--- src/rtl/zero_crossing_clock_recovery_macros.svh ---
// Assertion macros shared by the blocks that check themselves.
// Every macro samples on clk_i and is switched off while rst_ni is low.
`ifndef ZERO_CROSSING_CLOCK_RECOVERY_MACROS_SVH
`define ZERO_CROSSING_CLOCK_RECOVERY_MACROS_SVH

// A property that must hold at every clock edge.
`define ZCCR_ASSERT(lbl, prop, msg) \
  lbl: assert property (@(posedge clk_i) disable iff (!rst_ni) (prop)) else $error(msg);

// When the antecedent holds, the consequent must hold in the next cycle.
`define ZCCR_ASSERT_NEXT(lbl, ante, cons, msg) \
  lbl: assert property (@(posedge clk_i) disable iff (!rst_ni) (ante) |=> (cons)) \
    else $error(msg);

`endif

--- src/rtl/zccr_pkg.sv ---
package zccr_pkg;

  // Sample history.
  localparam int unsigned HIST_DEPTH = 256;
  localparam int unsigned HIST_AW    = $clog2(HIST_DEPTH);
  localparam int unsigned SAMPLE_W   = 16;

  // Pulse count and quotient widths.
  localparam int unsigned MAX_PULSES = 32;
  localparam int unsigned PULSE_W    = $clog2(MAX_PULSES + 1);
  localparam int unsigned QUO_W      = PULSE_W;
  localparam int unsigned DIVCNT_W   = $clog2(QUO_W);

  // Crossing gap counter and Q7.8 pulse length estimate.
  localparam int unsigned GAP_W   = 12;
  localparam int unsigned GAP_MAX = (1 << GAP_W) - 1;
  localparam int unsigned EST_W   = 15;
  localparam int unsigned EST_MAX = (1 << EST_W) - 1;

  // Derived arithmetic widths.
  localparam int unsigned STEP_W = 7;
  localparam int unsigned LOOK_W = STEP_W + PULSE_W - 1;
  localparam int unsigned BOUND_W = 16;
  localparam int unsigned C256_W  = GAP_W + 8;
  localparam int unsigned PRODA_W = EST_W + 8;
  localparam int unsigned PRODB_W = GAP_W + 9;
  localparam int unsigned SUM_W   = PRODB_W + 9;
  localparam int unsigned NUM_W   = GAP_W + 10;

  // Configuration registers.
  localparam int unsigned NOM_W     = 7;
  localparam int unsigned FRAC_W    = 8;
  localparam int unsigned CFG_IDX_W = 2;
  localparam int unsigned CFG_DAT_W = 8;

  localparam logic [CFG_IDX_W-1:0] CFG_NOMINAL_LEN = 2'd0;
  localparam logic [CFG_IDX_W-1:0] CFG_DRIFT_TOL   = 2'd1;
  localparam logic [CFG_IDX_W-1:0] CFG_ALPHA       = 2'd2;

  localparam logic [NOM_W-1:0]  NOMINAL_RST = 7'd8;
  localparam logic [FRAC_W-1:0] DRIFT_RST   = 8'd56;
  localparam logic [FRAC_W-1:0] ALPHA_RST   = 8'd230;

endpackage

--- src/rtl/zero_crossing_clock_recovery.sv ---
// Zero-crossing timing recovery: one sample in, zero or more looked-back samples out.
// A sample without a sign change leaves the block idle, so such samples stream at one per cycle.
// A crossing goes through the range check, estimate update, six-step divider and a read
// before its first word, then gives two words per pulse; the next sample is taken only after
// the last word is loaded (or after the divider, with no pulses), and output stalls delay it.
// After reset a pass over all 256 entries zeroes the history memory; no sample is taken meanwhile.
`include "zero_crossing_clock_recovery_macros.svh"

module zero_crossing_clock_recovery (
  input  logic                                   clk_i,
  input  logic                                   rst_ni,
  // Sample input
  input  logic                                   in_valid_i,
  output logic                                   in_ready_o,
  input  logic signed [zccr_pkg::SAMPLE_W-1:0]   sample_in_i,
  // Result output
  output logic                                   out_valid_o,
  input  logic                                   out_ready_i,
  output logic signed [zccr_pkg::SAMPLE_W-1:0]   sample_out_o,
  output logic                                   last_of_run_o,
  // Configuration write
  input  logic                                   cfg_valid_i,
  output logic                                   cfg_ready_o,
  input  logic [zccr_pkg::CFG_IDX_W-1:0]         cfg_index_i,
  input  logic [zccr_pkg::CFG_DAT_W-1:0]         cfg_data_i
);

  localparam int unsigned AW = zccr_pkg::HIST_AW;

  localparam logic [3:0] ST_CLEAR = 4'd0;
  localparam logic [3:0] ST_IDLE  = 4'd1;
  localparam logic [3:0] ST_RANGE = 4'd2;
  localparam logic [3:0] ST_UPD1  = 4'd3;
  localparam logic [3:0] ST_UPD2  = 4'd4;
  localparam logic [3:0] ST_DINIT = 4'd5;
  localparam logic [3:0] ST_DIV   = 4'd6;
  localparam logic [3:0] ST_READ  = 4'd7;
  localparam logic [3:0] ST_EMIT0 = 4'd8;
  localparam logic [3:0] ST_EMIT1 = 4'd9;

  // History memory.
  logic [zccr_pkg::SAMPLE_W-1:0] hist_mem [zccr_pkg::HIST_DEPTH];
  logic                          mem_we;
  logic [AW-1:0]                 mem_waddr;
  logic [zccr_pkg::SAMPLE_W-1:0] mem_wdata;
  logic                          rd_en;
  logic [AW-1:0]                 rd_addr;
  logic [zccr_pkg::SAMPLE_W-1:0] rd_q;

  // Control state.
  logic [3:0]                          state_q, state_d;
  logic [AW-1:0]                       clr_idx_q, clr_idx_d;
  logic [AW-1:0]                       wr_q, wr_d;
  logic [zccr_pkg::GAP_W-1:0]          count_q, count_d;
  logic [zccr_pkg::EST_W-1:0]          est_q, est_d;
  logic                                prev_pos_q, prev_pos_d;
  logic [zccr_pkg::NOM_W-1:0]          nom_q, nom_d;
  logic [zccr_pkg::FRAC_W-1:0]         drift_q, drift_d;
  logic [zccr_pkg::FRAC_W-1:0]         alpha_q, alpha_d;
  logic [zccr_pkg::DIVCNT_W-1:0]       div_cnt_q, div_cnt_d;
  logic [zccr_pkg::PULSE_W-1:0]        pulses_q, pulses_d;
  logic [zccr_pkg::PULSE_W-1:0]        pulse_idx_q, pulse_idx_d;
  logic                                out_valid_q, out_valid_d;

  // Datapath registers.
  logic [zccr_pkg::BOUND_W-1:0]        lo_q, lo_d, hi_q, hi_d;
  logic [zccr_pkg::PRODA_W-1:0]        prod_a_q, prod_a_d;
  logic [zccr_pkg::PRODB_W-1:0]        prod_b_q, prod_b_d;
  logic                                in_range_q, in_range_d;
  logic [zccr_pkg::NUM_W-1:0]          rem_q, rem_d, dsh_q, dsh_d;
  logic [zccr_pkg::QUO_W-1:0]          quo_q, quo_d;
  logic                                sat_q, sat_d;
  logic [zccr_pkg::STEP_W-1:0]         step_q, step_d;
  logic [zccr_pkg::LOOK_W-1:0]         look_q, look_d;
  logic [zccr_pkg::SAMPLE_W-1:0]       out_sample_q, out_sample_d;
  logic                                out_last_q, out_last_d;

  // Helpers.
  logic                                in_acc, cfg_acc, sample_pos, crossing;
  logic                                out_free, out_load, is_last;
  logic [zccr_pkg::C256_W-1:0]         c256;
  logic [zccr_pkg::SUM_W-1:0]          est_sum;
  logic [zccr_pkg::SUM_W-9:0]          est_new;
  logic [zccr_pkg::NUM_W-1:0]          num_init, den_ext;
  logic [zccr_pkg::STEP_W+8:0]         step_sum;
  logic [zccr_pkg::LOOK_W-1:0]         look_nxt, rd_look;
  logic [AW-1:0]                       look_clamp;

  assign in_ready_o  = (state_q == ST_IDLE);
  assign cfg_ready_o = 1'b1;
  assign in_acc      = in_valid_i && in_ready_o;
  assign cfg_acc     = cfg_valid_i && cfg_ready_o;
  assign sample_pos  = !sample_in_i[zccr_pkg::SAMPLE_W-1];
  assign crossing    = (sample_pos != prev_pos_q);

  assign out_free = !out_valid_q || out_ready_i;
  assign out_load = ((state_q == ST_EMIT0) || (state_q == ST_EMIT1)) && out_free;
  assign is_last  = (pulse_idx_q == (pulses_q - zccr_pkg::PULSE_W'(1)));

  assign out_valid_o   = out_valid_q;
  assign sample_out_o  = out_sample_q;
  assign last_of_run_o = out_last_q;

  // Arithmetic shared by the update and divider stages.
  assign c256     = {count_q, 8'b0};
  assign est_sum  = zccr_pkg::SUM_W'(prod_a_q) + zccr_pkg::SUM_W'({prod_b_q, 8'b0})
                  + zccr_pkg::SUM_W'(128);
  assign est_new  = est_sum[zccr_pkg::SUM_W-1:8];
  assign num_init = zccr_pkg::NUM_W'({count_q, 9'b0}) + zccr_pkg::NUM_W'(est_q);
  assign den_ext  = zccr_pkg::NUM_W'({est_q, 1'b0});
  assign step_sum = (zccr_pkg::STEP_W+9)'(est_q) + (zccr_pkg::STEP_W+9)'(128);

  // Look-back distance of the read being issued, clamped to the oldest entry.
  assign look_nxt   = look_q + zccr_pkg::LOOK_W'(step_q);
  assign rd_look    = (state_q == ST_EMIT1) ? look_nxt : look_q;
  assign look_clamp = (rd_look > zccr_pkg::LOOK_W'(zccr_pkg::HIST_DEPTH - 1))
                    ? AW'(zccr_pkg::HIST_DEPTH - 1) : rd_look[AW-1:0];
  assign rd_addr    = wr_q - look_clamp;
  assign rd_en      = (state_q == ST_READ) || ((state_q == ST_EMIT1) && out_free && !is_last);

  // Memory write port: zeroing pass after reset, then one sample per accepted word.
  always_comb begin
    mem_we    = 1'b0;
    mem_waddr = wr_q + AW'(1);
    mem_wdata = sample_in_i;
    if (state_q == ST_CLEAR) begin
      mem_we    = 1'b1;
      mem_waddr = clr_idx_q;
      mem_wdata = '0;
    end else if (in_acc) begin
      mem_we = 1'b1;
    end
  end

  // Single write port and one registered read port.
  always_ff @(posedge clk_i) begin
    if (mem_we) begin
      hist_mem[mem_waddr] <= mem_wdata;
    end
    if (rd_en) begin
      rd_q <= hist_mem[rd_addr];
    end
  end

  // Sequencer and datapath next-state logic.
  always_comb begin
    state_d      = state_q;
    clr_idx_d    = clr_idx_q;
    wr_d         = wr_q;
    count_d      = count_q;
    est_d        = est_q;
    prev_pos_d   = prev_pos_q;
    nom_d        = nom_q;
    drift_d      = drift_q;
    alpha_d      = alpha_q;
    div_cnt_d    = div_cnt_q;
    pulses_d     = pulses_q;
    pulse_idx_d  = pulse_idx_q;
    lo_d         = lo_q;
    hi_d         = hi_q;
    prod_a_d     = prod_a_q;
    prod_b_d     = prod_b_q;
    in_range_d   = in_range_q;
    rem_d        = rem_q;
    dsh_d        = dsh_q;
    quo_d        = quo_q;
    sat_d        = sat_q;
    step_d       = step_q;
    look_d       = look_q;
    out_sample_d = rd_q;
    out_last_d   = (state_q == ST_EMIT1) && is_last;

    // Output register: a loaded word replaces one that is being taken.
    out_valid_d = out_valid_q;
    if (out_load) begin
      out_valid_d = 1'b1;
    end else if (out_ready_i) begin
      out_valid_d = 1'b0;
    end

    // Configuration writes; the nominal length also reloads the estimate.
    if (cfg_acc) begin
      unique case (cfg_index_i)
        zccr_pkg::CFG_NOMINAL_LEN: begin
          nom_d = cfg_data_i[zccr_pkg::NOM_W-1:0];
          est_d = {cfg_data_i[zccr_pkg::NOM_W-1:0], 8'b0};
        end
        zccr_pkg::CFG_DRIFT_TOL: drift_d = cfg_data_i;
        zccr_pkg::CFG_ALPHA:     alpha_d = cfg_data_i;
        default: ;
      endcase
    end

    unique case (state_q)
      ST_CLEAR: begin
        clr_idx_d = clr_idx_q + AW'(1);
        if (clr_idx_q == AW'(zccr_pkg::HIST_DEPTH - 1)) begin
          state_d = ST_IDLE;
        end
      end

      // Take a sample, bump the gap count and look for a sign change.
      ST_IDLE: begin
        if (in_acc) begin
          wr_d       = wr_q + AW'(1);
          prev_pos_d = sample_pos;
          if (count_q != zccr_pkg::GAP_W'(zccr_pkg::GAP_MAX)) begin
            count_d = count_q + zccr_pkg::GAP_W'(1);
          end
          if (crossing) begin
            state_d = ST_RANGE;
          end
        end
      end

      // Window bounds around the nominal length.
      ST_RANGE: begin
        lo_d = zccr_pkg::BOUND_W'(nom_q) * zccr_pkg::BOUND_W'(9'd256 - {1'b0, drift_q});
        hi_d = zccr_pkg::BOUND_W'(nom_q) * zccr_pkg::BOUND_W'(9'd256 + {1'b0, drift_q});
        state_d = ST_UPD1;
      end

      // Range check and the two products of the smoothing filter.
      ST_UPD1: begin
        in_range_d = (c256 > zccr_pkg::C256_W'(lo_q)) && (c256 < zccr_pkg::C256_W'(hi_q));
        prod_a_d   = zccr_pkg::PRODA_W'(est_q) * zccr_pkg::PRODA_W'(alpha_q);
        prod_b_d   = zccr_pkg::PRODB_W'(count_q)
                   * zccr_pkg::PRODB_W'(9'd256 - {1'b0, alpha_q});
        state_d    = ST_UPD2;
      end

      // Rounded, saturated estimate update when the gap is in range.
      ST_UPD2: begin
        if (in_range_q) begin
          if (est_new > (zccr_pkg::SUM_W-8)'(zccr_pkg::EST_MAX)) begin
            est_d = zccr_pkg::EST_W'(zccr_pkg::EST_MAX);
          end else begin
            est_d = est_new[zccr_pkg::EST_W-1:0];
          end
        end
        state_d = ST_DINIT;
      end

      // Divider setup; a quotient that would not fit is flagged here and saturates when the division ends.
      ST_DINIT: begin
        rem_d     = num_init;
        dsh_d     = den_ext << (zccr_pkg::QUO_W - 1);
        sat_d     = (num_init >= (den_ext << zccr_pkg::QUO_W));
        quo_d     = '0;
        div_cnt_d = '0;
        step_d    = step_sum[zccr_pkg::STEP_W+8:9];
        state_d   = ST_DIV;
      end

      // Restoring division, one quotient bit per cycle.
      ST_DIV: begin
        if (rem_q >= dsh_q) begin
          rem_d = rem_q - dsh_q;
          quo_d = {quo_q[zccr_pkg::QUO_W-2:0], 1'b1};
        end else begin
          quo_d = {quo_q[zccr_pkg::QUO_W-2:0], 1'b0};
        end
        dsh_d     = dsh_q >> 1;
        div_cnt_d = div_cnt_q + zccr_pkg::DIVCNT_W'(1);
        if (div_cnt_q == zccr_pkg::DIVCNT_W'(zccr_pkg::QUO_W - 1)) begin
          if (sat_q || (quo_d > zccr_pkg::QUO_W'(zccr_pkg::MAX_PULSES))) begin
            pulses_d = zccr_pkg::PULSE_W'(zccr_pkg::MAX_PULSES);
          end else begin
            pulses_d = quo_d;
          end
          pulse_idx_d = '0;
          look_d      = zccr_pkg::LOOK_W'(step_q);
          if (pulses_d == '0) begin
            count_d = '0;
            state_d = ST_IDLE;
          end else begin
            state_d = ST_READ;
          end
        end
      end

      ST_READ: begin
        state_d = ST_EMIT0;
      end

      // First copy of the looked-back sample.
      ST_EMIT0: begin
        if (out_free) begin
          state_d = ST_EMIT1;
        end
      end

      // Second copy; the next pulse's read goes out in the same cycle.
      ST_EMIT1: begin
        if (out_free) begin
          if (is_last) begin
            count_d = '0;
            state_d = ST_IDLE;
          end else begin
            pulse_idx_d = pulse_idx_q + zccr_pkg::PULSE_W'(1);
            look_d      = look_nxt;
            state_d     = ST_EMIT0;
          end
        end
      end

      default: state_d = ST_IDLE;
    endcase
  end

  // Control registers.
  always_ff @(posedge clk_i or negedge rst_ni) begin
    if (!rst_ni) begin
      state_q     <= ST_CLEAR;
      clr_idx_q   <= '0;
      wr_q        <= '0;
      count_q     <= '0;
      est_q       <= {zccr_pkg::NOMINAL_RST, 8'b0};
      prev_pos_q  <= 1'b1;
      nom_q       <= zccr_pkg::NOMINAL_RST;
      drift_q     <= zccr_pkg::DRIFT_RST;
      alpha_q     <= zccr_pkg::ALPHA_RST;
      div_cnt_q   <= '0;
      pulses_q    <= '0;
      pulse_idx_q <= '0;
      out_valid_q <= 1'b0;
    end else begin
      state_q     <= state_d;
      clr_idx_q   <= clr_idx_d;
      wr_q        <= wr_d;
      count_q     <= count_d;
      est_q       <= est_d;
      prev_pos_q  <= prev_pos_d;
      nom_q       <= nom_d;
      drift_q     <= drift_d;
      alpha_q     <= alpha_d;
      div_cnt_q   <= div_cnt_d;
      pulses_q    <= pulses_d;
      pulse_idx_q <= pulse_idx_d;
      out_valid_q <= out_valid_d;
    end
  end

  // Datapath registers.
  always_ff @(posedge clk_i) begin
    lo_q       <= lo_d;
    hi_q       <= hi_d;
    prod_a_q   <= prod_a_d;
    prod_b_q   <= prod_b_d;
    in_range_q <= in_range_d;
    rem_q      <= rem_d;
    dsh_q      <= dsh_d;
    quo_q      <= quo_d;
    sat_q      <= sat_d;
    step_q     <= step_d;
    look_q     <= look_d;
    if (out_load) begin
      out_sample_q <= out_sample_d;
      out_last_q   <= out_last_d;
    end
  end

  // A sample without a sign change never leaves the idle state.
  `ZCCR_ASSERT_NEXT(a_quiet_sample, in_acc && !crossing, state_q == ST_IDLE,
                    "sample without crossing left idle")

  // The final word of a run ends the burst and clears the gap count.
  `ZCCR_ASSERT_NEXT(a_last_ends_run, out_load && out_last_d,
                    state_q == ST_IDLE && count_q == '0,
                    "last word did not return to idle with a cleared count")

  // The pulse index stays below the pulse count while words go out.
  `ZCCR_ASSERT(a_pulse_idx_range,
               (state_q == ST_EMIT0 || state_q == ST_EMIT1) |-> (pulse_idx_q < pulses_q),
               "pulse index ran past the pulse count")

endmodule
--- config.mk ---
export PLATFORM = sky130hd
export DESIGN_NAME = zero_crossing_clock_recovery
export DESIGN_NICKNAME = d
export VERILOG_FILES = /design/src/rtl/zccr_pkg.sv /design/src/rtl/zero_crossing_clock_recovery.sv
export VERILOG_INCLUDE_DIRS = /design/src /design/src/rtl
export SDC_FILE = /design/constraint.sdc
export NUM_CORES = 2
export LEC_CHECK = 0
export BUFFER_PORTS_ARGS = -buffer_cell sky130_fd_sc_hd__buf_2
export CORE_MARGIN = 2
export CORE_UTILIZATION = 40
export CTS_CLUSTER_SIZE = 30
export DETAILED_ROUTE_END_ITERATION = 16
export SYNTH_ARGS = -nofsm -noshare
export SYNTH_HDL_FRONTEND = slang
export SYNTH_SLANG_ARGS = --single-unit
--- constraint.sdc ---
create_clock -name clk_i -period 17.2 [get_ports clk_i]
set_clock_uncertainty 0.1 [all_clocks]
set_input_delay 1.72 -clock clk_i [delete_from_list [all_inputs] [get_ports clk_i]]
set_output_delay 1.72 -clock clk_i [all_outputs]
set_load 0.02 [all_outputs]
### Word level (Yosys, flattened, before mapping)

Memories as Yosys holds them, arrays and structs flattened. A register that Yosys moved wholly into a read port is not among the register bits.
Cells that the tools add are included.

* memories: 1
* input port bits: 31
* RAM bits: 4096
* logic and storage cells: 159
* bits in latches: 0
* register bits after elaboration: 250
* ROM bits: 0
* output and inout port bits: 20

* divide/modulo/power cells: 0
* equal/unequal tests: 27
* shift operators: 0
* reductions and logical operators: 29
* multiply operators: 4
* bitwise gates (word level): 0
* $lt $le $gt $ge: 7
* mux-type cells: 49
* add/subtract/negate cells: 16

Memory list
* hist_mem: depth 256, width 16, read ports 1, clocked after Yosys merged registers in 1, wr ports 1, RTL line zero_crossing_clock_recovery.sv:42 `logic [zccr_pkg::SAMPLE_W-1:0] hist_mem [zccr_pkg::HIST_DEPTH];`

Operator list (count)
* two-way mux 12 bit: 10
* case mux 22 bit (2 select lines): 2
* two-way mux 15 bit: 5
* >= comparator 22 bit: 2
* two-way mux 6 bit: 7
* case mux 4 bit (10 select lines): 1
* case mux 12 bit (3 select lines): 1
* adder 23 x 29 -> 30 bit: 1
* adder 30 x 8 -> 30 bit (second input constant): 1
* two-way mux 4 bit: 7
* case mux 12 bit (2 select lines): 1
* multiplier 15 x 8 -> 23 bit: 1
* adder 21 x 15 -> 22 bit: 1
* > comparator 22 x 15 -> 1 bit (second input constant): 1
* two-way mux 22 bit: 1
* subtractor 22 bit: 1
* multiplier 13 x 10 -> 21 bit: 1
* > comparator 20 x 16 -> 1 bit: 1
* less-than comparator 20 x 16 -> 1 bit: 1
* subtractor 9 x 8 -> 10 bit (first input constant): 2
* adder 15 x 8 -> 16 bit (second input constant): 1
* adder 8 x 1 -> 8 bit (second input constant): 2
* == test 4 x 3 -> 1 bit (second input constant): 4
* multiplier 7 x 10 -> 16 bit: 1
* other kinds (41): 76

### Longest topological paths before layout

* word-level depth: 12
* depth in mapped cells: 26
* mapped depth without buffers: 24

### Least setup slack after synthesis

No wires, ideal clock.

* kind: input-to-reg
* start: input port sample_in_i[0] (netlist bit)
* end: memory hist_mem[0][0] (netlist bit), data pin
* required time: 15.654 ns
* buffers on the path: 0
* slack: 7.789 ns
* stages: 1
* setup time: 1.446 ns
* arrival time: 7.865 ns
* cell sequence: nor2b_1

* cells in the longest elaborated chain, start to end: 1

Ends and longest elaborated chain
* from (decl): RTL line zero_crossing_clock_recovery.sv:15 `input logic signed [zccr_pkg::SAMPLE_W-1:0] sample_in_i,`
* two-way mux 16 bit: RTL line zero_crossing_clock_recovery.sv:126 `if (state_q == ST_CLEAR) begin`
* to (decl): RTL line zero_crossing_clock_recovery.sv:42

Every way passes these cells.

### Final worst setup path

* start: register step_q[0] (netlist bit)
* end: register rd_q (netlist bit out_sample_d[2]), read port of hist_mem, data pin

* cells in the longest elaborated chain, start to end: 5

Ends and longest elaborated chain
* from (decl): RTL line zero_crossing_clock_recovery.sv:73 `logic [zccr_pkg::STEP_W-1:0] step_q, step_d;`
* from (signal assigned): RTL line zero_crossing_clock_recovery.sv:355 `step_q <= step_d;`
* adder 12 x 7 -> 12 bit *: RTL line zero_crossing_clock_recovery.sv:114 `assign look_nxt = look_q + zccr_pkg::LOOK_W'(step_q);`
* two-way mux 12 bit *: RTL line zero_crossing_clock_recovery.sv:115 `assign rd_look = (state_q == ST_EMIT1) ? look_nxt : look_q;`
* > comparator 12 x 8 -> 1 bit: RTL line zero_crossing_clock_recovery.sv:116 `assign look_clamp = (rd_look > zccr_pkg::LOOK_W'(zccr_pkg::HIST_DEPTH - 1))`
* two-way mux 8 bit *: RTL line zero_crossing_clock_recovery.sv:117 `? AW'(zccr_pkg::HIST_DEPTH - 1) : rd_look[AW-1:0];`
* subtractor 8 bit *: RTL line zero_crossing_clock_recovery.sv:118 `assign rd_addr = wr_q - look_clamp;`
* to (decl): RTL line zero_crossing_clock_recovery.sv:48 `logic [zccr_pkg::SAMPLE_W-1:0] rd_q;`

Every way passes the cells marked *; elsewhere a longest branch is shown, timed or not.
A chain may end at the register's enable or synchronous reset.

==> summary.txt <==
Run status
  – Status: finished, final reports clean

Synth
  – Post-synth EDFFs: 4266
  – Syn_nets: 9867
  – Async SR Flop Fraction: 2.00%
  – Synthesis-stage register bit count: 4353
  – Synth Area in Simple Gates: 3.99%
  – Ys Warns: 0
  – Syn_area_per_cell: 19.5 sq um
  – Synth unique cells: 92
  – Share of Yosys cell area claimed by the top area cell type: 70.2%
  – Largest family of logic cells by synthesized area: multiplexers
  – Most used DFF post-synth: edfxtp_1
  – XOR/XNOR share of the synthesized area: 0.748%
  – Synth top cells by count: 4266 x edfxtp_1, 1187 x mux4_2, 561 x nand2_1, 430 x nor2_1, 338 x inv_1
  – Mux contribution to synthesized area: 15.1%
  – Top-count cell post-synth: edfxtp_1
  – Synth Area in Compound Gates: 2.57%
  – Sequential cell area fraction in the yosys report: 71.4%
  – Post-synthesis cell count: 9347
  – Synth Area in Adders: 4.25%
  – Largest area contributor in the netlist: edfxtp_1
  – Area contributors post-synth: edfxtp_1 70%, mux4_2 15%, fa_1 2.4%
  – Mapped cell area: 183000 sq um

Route
  – Drt drc: 0
  – Avg WL per Cell: 29.8 microns
  – DRT Pass-1 Iters: 6
  – Drt via density: 5.81
  – Total number of vias: 93400
  – DRT Wirelength: 479000 microns
  – Drt first-iter violations: 11800
  – Detail Route Antenna Nets: 0

Power and ir drop
  – Max VDD drop: 252 uV
  – Flop pwr share: 33.3%
  – Cell Int Power: 25.7 mW
  – Comb pwr share: 43.1%
  – Pwr/cell area: 195 nW/um^2
  – Leakage power total: 68.2 nW
  – Switching power total: 14.5 mW
  – Sw Ratio: 36.2%
  – Clock power share: 23.6%

Floorplanning
  – Total I/O pin count: 51
  – Starting Density: 40.1%
  – CORE AREA: 455000 sq um
  – Die width: 680 microns
  – Area of the die: 462000 sq um
  – Rows: 248
  – DIE HEIGHT: 680 microns

Clock tree
  – CTS Hold Bufs: 0
  – Clk Tree Root Cell: clkbuf_16
  – Total CTS buffers: 434
  – Post-CTS sizing: 0
  – Clock tree from TritonCTS: done
  – CTS sink cnt: 4353
  – Post-CTS setup buffer count: 0
  – Clock Pin Slew Worst Setup and Hold Paths: 0.06 ns
  – CTS HTree Levels: 5
  – CTS Buffer Depth: 4
  – Worst skew pair latency: 0.99 ns

Placement
  – Dpl hpwl: 277000 microns
  – Pre-CTS WS: 7.92 ns
  – GPL Wtd Cong: 0.816
  – Port Buffers: 49

Global route
  – Initial antenna violation count: 19
  – GRT Total Usage: 20.5%
  – GRT overflow: 0
  – M2 GR Usage: 32.9%
  – First-pass GRT wire length: 690000 microns
  – Vias in the first global route: 94900
  – Pin count of the biggest net entering global routing: 208
  – GRT busiest layer: met2
  – M3 GR Usage: 3.69%
  – Met1 usage: 29.0%

STA
  – Fmax achieved: 0.109 GHz
  – Final setup fails: 0
  – Tcrit/Tclk final: 53.2%
  – RSZ-0062 raised after global routing: no
  – Tmin final: 9.16 ns
  – Max-slew violation count: 0
  – Final worst setup slack: 8.04 ns
  – Fin. Hold Viols: 0
  – Setup TNS: 0 ns
  – Slew margin rel.: 9.43%
  – Slew @ Worst Pin: 1.36 ns

Cells and area
  – Layout net count: 10200
  – Layout cells sized above 1: 23.8%
  – Filler cell count: 37900
  – Final Util: 45.2%
  – Area Growth Syn to Fin: 12.7%

Critical path
  – Crit path max fanout: 42
  – WP buf/inv: 5
  – Worst Path Required: 17.92 ns
  – R2R Path Start: step_q[0]
  – CP delay by family, top: buffers and inverters
  – CP Data Arrival Time: 9.88 ns
  – Worst setup SP type: flip-flop
  – CP Class: reg -> reg
  – Max incr delay on CP: 0.98 ns
  – Slowest CP cell: a22oi_1
  – CP Launch Point: step_q[0]
  – CP Cell Sequence: ha_1 -> inv_1 -> fa_1 -> nor2b_1 -> o31a_2 -> o2111ai_1 -> or2_2 -> o22ai_2 -> o2111ai_4 -> nand3b_1 -> ha_4 -> buf_4 -> buf_4 -> buf_4 -> buf_4 -> mux4_2 -> mux4_2 -> mux2i_1 -> a22oi_1 -> nand3_1 -> mux2i_1
  – Most frequent CP cell: buf_4
  – Crit. End Element: flip-flop
  – FF-to-FF setup slack: 8.04 ns

Hold path
  – Hold Path Class: reg -> reg
  – Hold Startpoint: out_sample_d[10]

Run
  – Max_cap viols: 0
[area by class of cell]
type	count	area [sq um]	area share, %
clock inverter	276	2770	1.35
multi-input combinational	4144	49100	23.8
sequential	4353	130000	63.3
tap	6000	7510	3.65
inverter	339	1270	0.618
antenna	7	17.5	0.00851
clock buffer	526	11400	5.55
timing repair buffer	446	3460	1.68
[power by group through the flow]
stage               clock, mW  sequential, mW  combinational [mW]
floorplan                   0            13.7                11.9
global placement            0            13.6                17.2
detailed placement          0            13.6                17.4
CTS                      9.65            13.4                17.5
global route             10.0            13.4                18.7
finish                   9.50            13.4                17.3
[per-layer routing]
metal  up-vias  part of all wire [%]
met5         -                 0.037
met4         6                   2.8
met3       736                   8.8
met2      4327                    48
met1     50000                    41
li1      38300                     -
[cell usage in the layout, fill, tap and decap left out, types with 20 or more instances in the layout]
cell,instances
o21a_1,22
edfxtp_1,4266
a31oi_1,31
or3_1,24
clkbuf_1,77
clkbuf_16,440
ha_1,269
inv_1,338
and2_1,185
dfrtp_1,76
nor2_2,35
a22oi_1,20
buf_4,380
bufinv_16,48
nand4_1,20
a21o_1,42
xnor2_1,94
nor2_1,395
a211oi_1,114
nand2_1,545
mux2i_1,56
fa_1,218
a21oi_1,111
and3_1,118
nand3_1,86
nor3_1,37
a311oi_1,54
nor2b_1,27
clkinv_2,72
a311o_1,32
mux2_2,21
buf_2,48
o21ai_0,95
mux4_2,1187
xor2_1,56
o31ai_1,26
clkinv_1,112
[through the flow]
stage	cells	hold WS (ns)	power (mW)	instance area, sq um
after floorplan	9347	0.300	25.6	183000
after global placement	15300	0.307	30.8	192000
after detailed placement	15300	0.314	31.0	192000
after CTS	16100	0.335	40.5	206000
after global routing	16100	0.334	42.2	206000
final	16100	0.338	40.2	206000
[worst reg2reg max path: stages, from the launching register on]
cell       delay, ns
edfxtp_1        0.38
ha_1            0.23
inv_1           0.08
fa_1            0.40
nor2b_1         0.24
o31a_2          0.22
o2111ai_1       0.17
or2_2           0.34
o22ai_2         0.19
o2111ai_4       0.24
nand3b_1        0.31
ha_4            0.84
buf_4           0.89
buf_4           0.76
buf_4           0.76
buf_4           0.77
mux4_2          0.37
mux4_2          0.24
mux2i_1         0.07
a22oi_1         0.98
nand3_1         0.24
mux2i_1         0.20
[final timing paths]
path	to	cells after the start
worst max-delay path	out_sample_d[2]	21
worst min-delay path	sample_out_o[10]	0
worst max register to register	out_sample_d[2]	21
worst min register to register	sample_out_o[10]	0
max in group asynchronous	clr_idx_q[1]	2
min in group asynchronous	alpha_q[3]	1
[cells by family after synthesis]
logic type	count (synthesis)
AO/OA/AOI/OAI	658
XOR/XNOR	155
adder cells (fa/ha/maj)	489
buffers and inverters	850
flip-flops	4353
multiplexers	1264
other	1
AND/OR/NAND/NOR	1577
[state kept, by name, indices dropped and copies added, names as in the netlist, 3 cells and up]
name	flops
look_q	12
prod_b_q	21
alpha_q	8
clr_idx_q	8
count_q	12
hist_mem	4096
wr_q	8
nom_q	7
hi_q	15
step_q	7
div_cnt_q	3
drift_q	8
lo_q	16
prod_a_q	16
est_q	15
dsh_q	21
pulses_q	6
out_sample_d	16
quo_q	5
rem_q	22
state_q	4
pulse_idx_q	6
sample_out_o	16
Note: power is estimated with default switching activity, not from simulation.
